==> config.mk <==
export PLATFORM = sky130hd
export DESIGN_NAME = suffix_max_leader_filter
export DESIGN_NICKNAME = d
export VERILOG_FILES = /design/src/rtl/slmf_pkg.sv /design/src/rtl/slmf_ctrl.sv /design/src/rtl/slmf_dpath.sv /design/src/rtl/suffix_max_leader_filter.sv
export SDC_FILE = /design/constraint.sdc
export NUM_CORES = 2
export LEC_CHECK = 0
export BUFFER_PORTS_ARGS = -buffer_cell sky130_fd_sc_hd__buf_2
export CAP_MARGIN = 40
export CORE_AREA = 8 8 579 581
export CTS_CLUSTER_SIZE = 10
export DETAILED_ROUTE_END_ITERATION = 8
export DIE_AREA = 0 0 587 589
export PLACE_DENSITY = 0.74
export SYNTH_ARGS = -nofsm -noshare
export SYNTH_HDL_FRONTEND = slang
export SYNTH_SLANG_ARGS = --single-unit
==> constraint.sdc <==
create_clock -name clk_i -period 8.97 [get_ports clk_i]
set_clock_uncertainty 0.2 [all_clocks]
set_input_delay 0 -clock clk_i [delete_from_list [all_inputs] [get_ports clk_i]]
set_output_delay 0 -clock clk_i [all_outputs]
set_load 0.01 [all_outputs]
==> src/rtl/slmf_pkg.sv <==
// Shared constants and controller/datapath interface types for the leader filter.
package slmf_pkg;

  localparam int unsigned MAX_LEN_DEF = 64;
  localparam int unsigned VALUE_W     = 32;

  // Commands from the controller to the datapath.
  typedef struct packed {
    logic store;      // an input request is accepted this cycle
    logic scan_init;  // set up the backward scan over the buffered run
    logic scan_rd;    // read one buffered value for the scan
    logic emit_rd;    // pop one leader from the stack
    logic emit_ld;    // move the popped leader into the output register
    logic run_done;   // the run is finished, clear the overflow flag
  } slmf_cmd_t;

  // Status from the datapath to the controller.
  typedef struct packed {
    logic scan_last;  // the scan address has reached the first entry
    logic stack_empty;
    logic out_taken;  // the output register is handed over this cycle
  } slmf_sts_t;

endpackage

==> src/rtl/slmf_ctrl.sv <==
// Sequencing state machine for loading, scanning and emitting one run.
module slmf_ctrl
  import slmf_pkg::*;
(
  input  logic      clk_i,
  input  logic      rst_ni,
  input  logic      in_valid_i,
  input  logic      end_of_run_i,
  input  slmf_sts_t sts_i,
  output logic      in_stall_o,
  output slmf_cmd_t cmd_o
);

  localparam logic [2:0] S_LOAD  = 3'd0;
  localparam logic [2:0] S_START = 3'd1;
  localparam logic [2:0] S_SCAN  = 3'd2;
  localparam logic [2:0] S_DRAIN = 3'd3;
  localparam logic [2:0] S_POP   = 3'd4;
  localparam logic [2:0] S_LD    = 3'd5;
  localparam logic [2:0] S_HOLD  = 3'd6;

  logic [2:0] state_q, state_d;
  logic       accept;

  assign in_stall_o = (state_q != S_LOAD);
  assign accept     = in_valid_i && (state_q == S_LOAD);

  always_comb begin
    state_d = state_q;
    cmd_o   = '0;
    unique case (state_q)
      S_LOAD: begin
        cmd_o.store = accept;
        if (accept && end_of_run_i) begin
          state_d = S_START;
        end
      end
      S_START: begin
        cmd_o.scan_init = 1'b1;
        state_d         = S_SCAN;
      end
      S_SCAN: begin
        cmd_o.scan_rd = 1'b1;
        if (sts_i.scan_last) begin
          state_d = S_DRAIN;
        end
      end
      S_DRAIN: begin
        // The last value read is compared and pushed at this edge.
        state_d = S_POP;
      end
      S_POP: begin
        cmd_o.emit_rd = 1'b1;
        state_d       = S_LD;
      end
      S_LD: begin
        cmd_o.emit_ld = 1'b1;
        state_d       = S_HOLD;
      end
      S_HOLD: begin
        if (sts_i.out_taken) begin
          if (sts_i.stack_empty) begin
            cmd_o.run_done = 1'b1;
            state_d        = S_LOAD;
          end else begin
            state_d = S_POP;
          end
        end
      end
      default: begin
        state_d = S_LOAD;
      end
    endcase
  end

  always_ff @(posedge clk_i or negedge rst_ni) begin
    if (!rst_ni) begin
      state_q <= S_LOAD;
    end else begin
      state_q <= state_d;
    end
  end

endmodule

==> src/rtl/slmf_dpath.sv <==
// Value buffer, backward suffix-maximum scan and leader stack with output register.
module slmf_dpath
  import slmf_pkg::*;
#(
  parameter int unsigned MaxLen = MAX_LEN_DEF
) (
  input  logic                       clk_i,
  input  logic                       rst_ni,
  input  slmf_cmd_t                  cmd_i,
  output slmf_sts_t                  sts_o,
  input  logic signed [VALUE_W-1:0]  sample_value_i,
  input  logic                       out_stall_i,
  output logic                       out_valid_o,
  output logic signed [VALUE_W-1:0]  kept_value_o,
  output logic                       final_result_o,
  output logic                       overflowed_o
);

  localparam int unsigned CntW  = $clog2(MaxLen + 1);
  localparam int unsigned AddrW = (MaxLen > 1) ? $clog2(MaxLen) : 1;
  localparam logic [CntW-1:0] FullCnt = CntW'(MaxLen);

  logic signed [VALUE_W-1:0] buf_mem [MaxLen];
  logic signed [VALUE_W-1:0] stk_mem [MaxLen];

  logic [CntW-1:0]  fill_q;
  logic             ovf_q;
  logic [AddrW-1:0] scan_idx_q;
  logic             first_q;
  logic             rd_vld_q;
  logic             rd_first_q;
  logic signed [VALUE_W-1:0] rd_data_q;
  logic signed [VALUE_W-1:0] best_q;
  logic [CntW-1:0]  sp_q;
  logic [CntW-1:0]  sp_dec;
  logic signed [VALUE_W-1:0] st_data_q;
  logic             push;
  logic             full;
  logic             out_vld_q;

  assign full   = (fill_q == FullCnt);
  assign push   = rd_vld_q && (rd_first_q || !(rd_data_q < best_q));
  assign sp_dec = sp_q - CntW'(1);

  assign sts_o.scan_last   = (scan_idx_q == '0);
  assign sts_o.stack_empty = (sp_q == '0);
  assign sts_o.out_taken   = out_vld_q && !out_stall_i;

  // Buffer memory: write on load, registered read during the scan.
  always_ff @(posedge clk_i) begin
    if (cmd_i.store && !full) begin
      buf_mem[fill_q[AddrW-1:0]] <= sample_value_i;
    end
    if (cmd_i.scan_rd) begin
      rd_data_q <= buf_mem[scan_idx_q];
    end
  end

  // Leader stack: leaders are found last-to-first, so popping restores arrival order.
  always_ff @(posedge clk_i) begin
    if (push) begin
      stk_mem[sp_q[AddrW-1:0]] <= rd_data_q;
    end
    if (cmd_i.emit_rd) begin
      st_data_q <= stk_mem[sp_dec[AddrW-1:0]];
    end
  end

  always_ff @(posedge clk_i) begin
    if (push) begin
      best_q <= rd_data_q;
    end
    if (cmd_i.emit_ld) begin
      kept_value_o   <= st_data_q;
      final_result_o <= (sp_q == '0);
      overflowed_o   <= ovf_q;
    end
  end

  always_ff @(posedge clk_i or negedge rst_ni) begin
    if (!rst_ni) begin
      fill_q     <= '0;
      ovf_q      <= 1'b0;
      scan_idx_q <= '0;
      first_q    <= 1'b0;
      rd_vld_q   <= 1'b0;
      rd_first_q <= 1'b0;
      sp_q       <= '0;
      out_vld_q  <= 1'b0;
    end else begin
      rd_vld_q   <= cmd_i.scan_rd;
      rd_first_q <= cmd_i.scan_rd && first_q;
      if (cmd_i.store) begin
        if (full) begin
          ovf_q <= 1'b1;
        end else begin
          fill_q <= fill_q + CntW'(1);
        end
      end
      if (cmd_i.scan_init) begin
        scan_idx_q <= AddrW'(fill_q - CntW'(1));
        fill_q     <= '0;
        sp_q       <= '0;
        first_q    <= 1'b1;
      end
      if (cmd_i.scan_rd) begin
        scan_idx_q <= scan_idx_q - AddrW'(1);
        first_q    <= 1'b0;
      end
      if (push) begin
        sp_q <= sp_q + CntW'(1);
      end
      if (cmd_i.emit_rd) begin
        sp_q <= sp_dec;
      end
      if (cmd_i.run_done) begin
        ovf_q <= 1'b0;
      end
      if (cmd_i.emit_ld) begin
        out_vld_q <= 1'b1;
      end else if (sts_o.out_taken) begin
        out_vld_q <= 1'b0;
      end
    end
  end

  assign out_valid_o = out_vld_q;

endmodule

==> src/rtl/suffix_max_leader_filter.sv <==
// Top level of the leader filter: emits the suffix-maximum leaders of each run.
//
//   Channel | Direction | Handshake                 | Payload
//   --------+-----------+---------------------------+----------------------------------------
//   input   | in        | in_valid_i / in_stall_o   | sample_value_i, end_of_run_i
//   output  | out       | out_valid_o / out_stall_i | kept_value_o, final_result_o, overflowed_o
//
// Each accepted value of a run is written to the buffer memory unless it is full.
// After the request that ends a run, the backward scan reads the buffered values
// last to first, one buffer read per cycle; then each leader is popped from the leader
// stack by a registered read and held in the output register until it is taken.
// The input is stalled from the end of a run until its last leader is taken.
// Reset clears only control state; the memories need no clearing.
module suffix_max_leader_filter
  import slmf_pkg::*;
#(
  parameter int unsigned MaxLen = MAX_LEN_DEF
) (
  input  logic                      clk_i,
  input  logic                      rst_ni,
  input  logic                      in_valid_i,
  output logic                      in_stall_o,
  input  logic signed [VALUE_W-1:0] sample_value_i,
  input  logic                      end_of_run_i,
  output logic                      out_valid_o,
  input  logic                      out_stall_i,
  output logic signed [VALUE_W-1:0] kept_value_o,
  output logic                      final_result_o,
  output logic                      overflowed_o
);

  slmf_cmd_t cmd;
  slmf_sts_t sts;
  logic      in_accept;
  logic      out_accept;

  assign in_accept  = in_valid_i && !in_stall_o;
  assign out_accept = out_valid_o && !out_stall_i;

  slmf_ctrl u_ctrl (
    .clk_i        (clk_i),
    .rst_ni       (rst_ni),
    .in_valid_i   (in_valid_i),
    .end_of_run_i (end_of_run_i),
    .sts_i        (sts),
    .in_stall_o   (in_stall_o),
    .cmd_o        (cmd)
  );

  slmf_dpath #(
    .MaxLen (MaxLen)
  ) u_dpath (
    .clk_i          (clk_i),
    .rst_ni         (rst_ni),
    .cmd_i          (cmd),
    .sts_o          (sts),
    .sample_value_i (sample_value_i),
    .out_stall_i    (out_stall_i),
    .out_valid_o    (out_valid_o),
    .kept_value_o   (kept_value_o),
    .final_result_o (final_result_o),
    .overflowed_o   (overflowed_o)
  );

`ifndef SYNTH
  // Loading and emitting never overlap.
  assert property (@(posedge clk_i) disable iff (!rst_ni)
    !(in_accept && out_valid_o))
    else $error("input accepted while a result is pending");

  // The request that ends a run closes the input until its leaders are out.
  assert property (@(posedge clk_i) disable iff (!rst_ni)
    (in_accept && end_of_run_i) |=> in_stall_o)
    else $error("input open right after end of run");

  // Handing over the final leader reopens the input.
  assert property (@(posedge clk_i) disable iff (!rst_ni)
    (out_accept && final_result_o) |=> !in_stall_o)
    else $error("input not reopened after final result");

  // A run ends with exactly one final result: none follows it.
  assert property (@(posedge clk_i) disable iff (!rst_ni)
    (out_accept && final_result_o) |=> !out_valid_o)
    else $error("result after the final result");
`endif

endmodule
# ---- Word-level counts from Yosys, hierarchy flattened
# Memories as Yosys holds them, arrays and structs flattened. A register that Yosys moved wholly into a read port is not among the register bits.
# Cells that the tools add are included.
dict set report op_classes {
  order_cmp 1
  eq_ne 11
  n_reduce_logical 23
  muxes 32
  n_addsub 5
}
# operator n
set op_table {}
lappend op_table {{two-way mux 7 bit} 6}
lappend op_table {{< comparator 32 bit} 1}
lappend op_table {{case mux 3 bit (7 select lines)} 1}
lappend op_table {{two-way mux 1 bit} 19}
lappend op_table {{adder 7 x 1 -> 7 bit, second input constant} 2}
lappend op_table {{two-way mux 3 bit} 4}
lappend op_table {{two-way mux 6 bit} 2}
lappend op_table {{subtractor 6 x 1 -> 6 bit, second input constant} 2}
lappend op_table {{nonzero test 2 bit} 5}
lappend op_table {{== test 3 bit, second input constant} 3}
lappend op_table {{inequality test 2 bit, second input constant} 4}
lappend op_table {{== test 7 bit, second input constant} 1}
lappend op_table {{logical NOT 7 bit} 1}
lappend op_table {{subtractor 7 x 1 -> 7 bit, second input constant} 1}
lappend op_table {{== test 3 x 2 -> 1 bit, second input constant} 2}
lappend op_table {{logical AND 1 bit} 6}
lappend op_table {{logical NOT 6 bit} 1}
lappend op_table {{nonzero test 3 bit} 2}
lappend op_table {{AND reduction 2 bit} 2}
lappend op_table {{== test 3 x 1 -> 1 bit, second input constant} 1}
lappend op_table {{logical NOT 1 bit} 3}
lappend op_table {{logical NOT 3 bit} 1}
lappend op_table {{AND reduction 3 bit} 1}
lappend op_table {{logical OR 1 bit} 1}
dict set report word_totals {
  n_memories 2
  wordCells 87
  inputBits 37
  ramBits 4096
  out_inout_bits 36
  regBits 94
}
# memory words word_bits rd rd_ports_with_merged_regs write_ports line_no
set memory_table {}
lappend memory_table {u_dpath.buf_mem 64 32 1 1 1 slmf_dpath.sv:23} ;# logic signed [VALUE_W-1:0] buf_mem [MaxLen];
lappend memory_table {u_dpath.stk_mem 64 32 1 1 1 slmf_dpath.sv:24} ;# logic signed [VALUE_W-1:0] stk_mem [MaxLen];

# ---- Longest topological paths before layout
dict set report logic_depth {
  word_depth 6
  ltp_mapped 13
  depth_no_buf 11
}

# ---- Cells and area by module
# From an unflattened synthesis, not the netlist that was laid out.
dict set report unflattened {
  hier_cells 6835
  hier_area_um2 162445.8
}
# mod area_per_inst_um2 instances seq_area_each_um2 cells_each
set modules_own_cells {}
lappend modules_own_cells {slmf_dpath 162236.8 1 127527.3 6810}
lappend modules_own_cells {slmf_ctrl 209.0 1 75.1 25}

# ---- Worst setup path after synthesis
# OpenSTA, ideal clock, no wires.
dict set report synth_timing {
  kind {reg-to-reg}
  from {register u_dpath.rd_data_q[31] (read register of u_dpath.buf_mem)}
  to {memory u_dpath.stk_mem[18][0] (enable)}
  period_less_slack_ns 7.290
  slack_ns 1.680
  t_required_ns 8.268
  path_buffers 2
  stages_incl_launch_ff 13
  arrival_ns 6.588
  setup_time_ns 0.502
  cell_sequence {edfxtp_1 -> ha_1 -> nand4_1 -> nor4_1 -> a221oi_1 -> o211ai_1 -> a21bo_2 -> or2_1 -> buf_2 -> inv_2 -> nand2_1 -> buf_2 -> nor4_1}
}
dict set report synth_between {
  elab_chain_cells 6
}
# item line_no
set synth_lines {}
lappend synth_lines {{start: declaration} slmf_dpath.sv:32} ;# logic signed [VALUE_W-1:0] rd_data_q;
lappend synth_lines {{< comparator 32 bit} slmf_dpath.sv:42} ;# assign push = rd_vld_q && (rd_first_q || !(rd_data_q < best_q));
lappend synth_lines {{logical NOT 1 bit} slmf_dpath.sv:42}
lappend synth_lines {{logical OR 1 bit} slmf_dpath.sv:42}
lappend synth_lines {{logical AND 1 bit} slmf_dpath.sv:42}
lappend synth_lines {{named net u_dpath.push} slmf_dpath.sv:37} ;# logic push;
lappend synth_lines {{two-way mux 1 bit} slmf_dpath.sv:61} ;# if (push) begin
lappend synth_lines {{two-way mux 1 bit (not written as such)} slmf_dpath.sv:62} ;# stk_mem[sp_q[AddrW-1:0]] <= rd_data_q;
lappend synth_lines {{end: declaration} slmf_dpath.sv:24}
# The timed path passes the listed nets, and every way through them passes these cells.

# ---- Worst setup path in the final report
dict set report layout_timing {
  from {register u_dpath.rd_data_q[25] (read register of u_dpath.buf_mem)}
  to {memory u_dpath.stk_mem[48][14] (enable)}
}
# The elaborated chain is that of the path after synthesis.

==> flow_metrics.env <==
export IMPL_grt_pass1_wl_um=558000
export IMPL_antenna_found_initial=19
export IMPL_chipHeight_um=589
export IMPL_yosys_warnings=0
export IMPL_max_freq_mhz=170
export IMPL_io_pins=73
export IMPL_globalRouteTotalUtil_pct=22.1
export IMPL_wl_per_cell_um=34.3
export IMPL_first_global_vias=78700
export IMPL_die_w_um=587
export IMPL_grt_max_degree=176
export IMPL_syn_num_nets=6560
export IMPL_critPathCaptureType="register"
export IMPL_cp_required_ns=9.29
export IMPL_root_buffer="clkbuf_16"
export IMPL_synthTopCellsByArea="edfxtp_1 (78%), mux4_2 (18%), dfrtp_1 (0.43%), mux2i_1 (0.43%), clkbuf_1 (0.38%)"
export IMPL_async_flop_share_pct=0.658
export IMPL_hold_violations=0
export IMPL_pwr_share_seq_pct=41.0
export IMPL_clk_latency_ns=0.94
export IMPL_clock_sinks=4254
export IMPL_finalInstanceArea_sq_um=183000
export IMPL_hpwl_um=198000
export IMPL_p_leak_nw=56.3
export IMPL_swShare_pct=30.2
export IMPL_fin_crit_sh_pct=65.7
export IMPL_max_slew_margin_pct=21.9
export IMPL_synth_seq_area_share_pct=78.8
export IMPL_yosysTopAreaCell="edfxtp_1"
export IMPL_antenna_left=0
export IMPL_path_cells="buf_4, ha_1, a21oi_1, nor2_1, a211oi_1, o211ai_1, a21bo_2, or2_1, inv_2, nand2_1, nor2_4, buf_4"
export IMPL_placement_cell_area_sq_um=170000
export IMPL_cts_hold_buf=63
export IMPL_grt_overflow=0
export IMPL_regToRegSetupSlack_ns=3.08
export IMPL_clk_pin_slew_worst_paths_ns=0.05
export IMPL_syn_cell_area_sq_um=162000
export IMPL_dp_slack_ns=3.15
export IMPL_rows=210
export IMPL_synth_edff_count=4226
export IMPL_drt_pass1_iter_count=5
export IMPL_final_max_slew_viol_count=0
export IMPL_cts_buffers=469
export IMPL_numPortBuffers=72
export IMPL_fin_crit_ns=5.89
export IMPL_setup_violations=0
export IMPL_drt_iter0_markers=10200
export IMPL_p_clk_share_pct=27.6
export IMPL_synth_cell_types=53
export IMPL_synth_top_area_share_pct=78.4
export IMPL_cp_top_family="simple AND/OR/NAND/NOR gates"
export IMPL_critPathKind="reg -> reg"
export IMPL_max_stage_delay_ns=0.71
export IMPL_syn2layout_area_growth_pct=13.3
export IMPL_powerDensity_nw_per_um2=325
export IMPL_synthFlopType="edfxtp_1"
export IMPL_cts_tree="yes"
export IMPL_layout_common_cells="edfxtp_1 (4226), mux4_2 (1294), clkbuf_16 (477), buf_4 (205), nor2_4 (80)"
export IMPL_worst_path_max_fanout=66
export IMPL_rsz0062_at_grt="false"
export IMPL_drv_cap=0
export IMPL_cts_resized=0
export IMPL_hold_class="in -> reg"
export IMPL_pwr_share_comb_pct=31.3
export IMPL_route_detailed_drc=0
export IMPL_syn_avg_cell_area_sq_um=25.0
export IMPL_layout_setup_ws_ns=3.08
export IMPL_p_switching_mw=18.0
export IMPL_arrival_ns=6.21
export IMPL_core_area_sq_um=326000
export IMPL_clockBufferDepth=4
export IMPL_dieArea_sq_um=346000
export IMPL_start_util_pct=49.7
export IMPL_cpMostUsedCell="buf_4"
export IMPL_drt_wl_total_um=393000
export IMPL_peakVddDrop_mv=0.486
export IMPL_via_per_inst=6.56
export IMPL_ys_ff_latch=4254
export IMPL_final_setup_tns_ns=0
export IMPL_cts_max_level=5
export IMPL_post_cts_repair_setup_buffers=0
export IMPL_worstMarginPinSlew_ns=1.17
export IMPL_synthCells=6487
export IMPL_drive_above_1_share_pct=32.1
export IMPL_layout_nets=7108
export IMPL_place_gp_congestion=0.788
export IMPL_vias=75300
export IMPL_p_int_mw=41.6
export IMPL_crit_buf_inv=3
export IMPL_final_common_cell="edfxtp_1"
export IMPL_status="completed"
export IMPL_critPathLaunchType="register"
export IMPL_fillCellCount=22400
export IMPL_crit_slowest_cell="nand2_1"
worst register-to-register path, stage by stage, from the launching register on:
cell	delay (ns)
edfxtp_1	0.32
buf_4	0.55
ha_1	0.39
a21oi_1	0.19
nor2_1	0.07
a211oi_1	0.45
o211ai_1	0.18
a21bo_2	0.24
or2_1	0.33
inv_2	0.67
nand2_1	0.72
nor2_4	0.66
buf_4	0.53
flip-flops by register name, summed over array words and instances, names as in the netlist, 3 cells and up:
name / count
u_dpath.rd_data_q: 32
u_dpath.buf_mem: 2048
u_dpath.stk_mem: 2048
u_ctrl.state_q: 3
u_dpath.scan_idx_q: 6
u_dpath.st_data_q: 32
u_dpath.kept_value_o: 32
u_dpath.sp_q: 7
u_dpath.best_q: 32
u_dpath.fill_q: 7
layer usage:
layer | vias up | track usage [%] | part of all wire (%)
li1 | 29100 | - | -
met1 | 40300 | 28.8 | 36
met2 | 4977 | 37.3 | 50
met3 | 921 | 4.85 | 10
met4 | 14 | 7.41 | 3.6
met5 | - | 0 | 0.026
cell usage after synthesis (3+ instances only):
master / instances
mux4_2: 1294
nand2_1: 44
nand4_1: 5
nor3_1: 46
inv_1: 42
nand2b_1: 5
buf_2: 115
edfxtp_1: 4226
o21a_1: 3
a21oi_1: 42
or3_1: 8
nand3b_1: 5
buf_1: 63
a211oi_1: 4
ha_1: 36
o21ai_0: 19
o22ai_1: 17
xor2_1: 4
clkbuf_1: 162
nor4_1: 12
nor2_1: 134
dfrtp_1: 28
o211ai_1: 3
xnor2_1: 5
and3_1: 5
or2_2: 4
buf_4: 3
a221oi_1: 3
mux2i_1: 70
o221ai_1: 33
nand3_1: 13
cells by family after synthesis:
group	synth area share, %
xor+xnor	0.0487
fa+ha+maj	0.278
flops	78.8
buf+inv	1.01
compound gates	0.590
simple gates	0.819
mux	18.4
per-stage QoR:
stage / instances / utilization [%] / total power, mW / hold slack, ns
after floorplan: 6487 / - / 36.8 / -0.496
after global placement: 10800 / 51.8 / 42.6 / -0.0637
after detailed placement: 10800 / 52.2 / 43.2 / -0.0750
after CTS: 11400 / 56.2 / 59.8 / 0.000304
after global routing: 11500 / 56.3 / 61.4 / 0.0446
final: 11500 / 56.3 / 59.7 / 0.0190
cell type report:
| class | count | area [sq um] | share of cell area [%] |
|---|---|---|---|
| Clock buffer | 540 | 12200 | 6.64 |
| Timing Repair Buffer | 422 | 4200 | 2.29 |
| Sequential cell | 4254 | 128000 | 69.6 |
| Antenna cell | 5 | 12.5 | 0.00682 |
| Multi-Input combinational cell | 1843 | 33600 | 18.3 |
| Inverter | 45 | 169 | 0.0921 |
| Clock inverter | 16 | 214 | 0.117 |
| Tap cell | 4346 | 5440 | 2.97 |
path summary, 6_finish.rpt:
path | cells past startpoint | from | endpoint
worst min register to register | 0 | u_dpath.st_data_q[9]$_DFFE_PP_ | u_dpath.kept_value_o[9]$_DFFE_PP_
max in group asynchronous | 5 | rst_ni | u_dpath.scan_idx_q[1]$_DFFE_PN0P_
worst min-delay path | 2 | sample_value_i[6] | u_dpath.buf_mem[52][6]$_DFFE_PP_
worst max register to register | 12 | u_dpath.rd_data_q[25]$_DFFE_PP_ | u_dpath.stk_mem[48][14]$_DFFE_PP_
min in group asynchronous | 5 | rst_ni | u_dpath.fill_q[6]$_DFFE_PN0P_
worst max-delay path | 12 | u_dpath.rd_data_q[25]$_DFFE_PP_ | u_dpath.stk_mem[48][14]$_DFFE_PP_
power groups by stage:
stage / clock network, mW / registers, mW / logic, mW
3_5_place_dp: 0 / 24.9 / 18.4
3_3_place_gp: 0 / 24.9 / 17.6
2_1_floorplan: 0 / 25.3 / 11.5
4_1_cts: 16.6 / 24.5 / 18.7
5_1_grt: 17.3 / 24.5 / 19.6
6_report: 16.5 / 24.5 / 18.7
No activity file was read; power rests on OpenSTA's default activity.
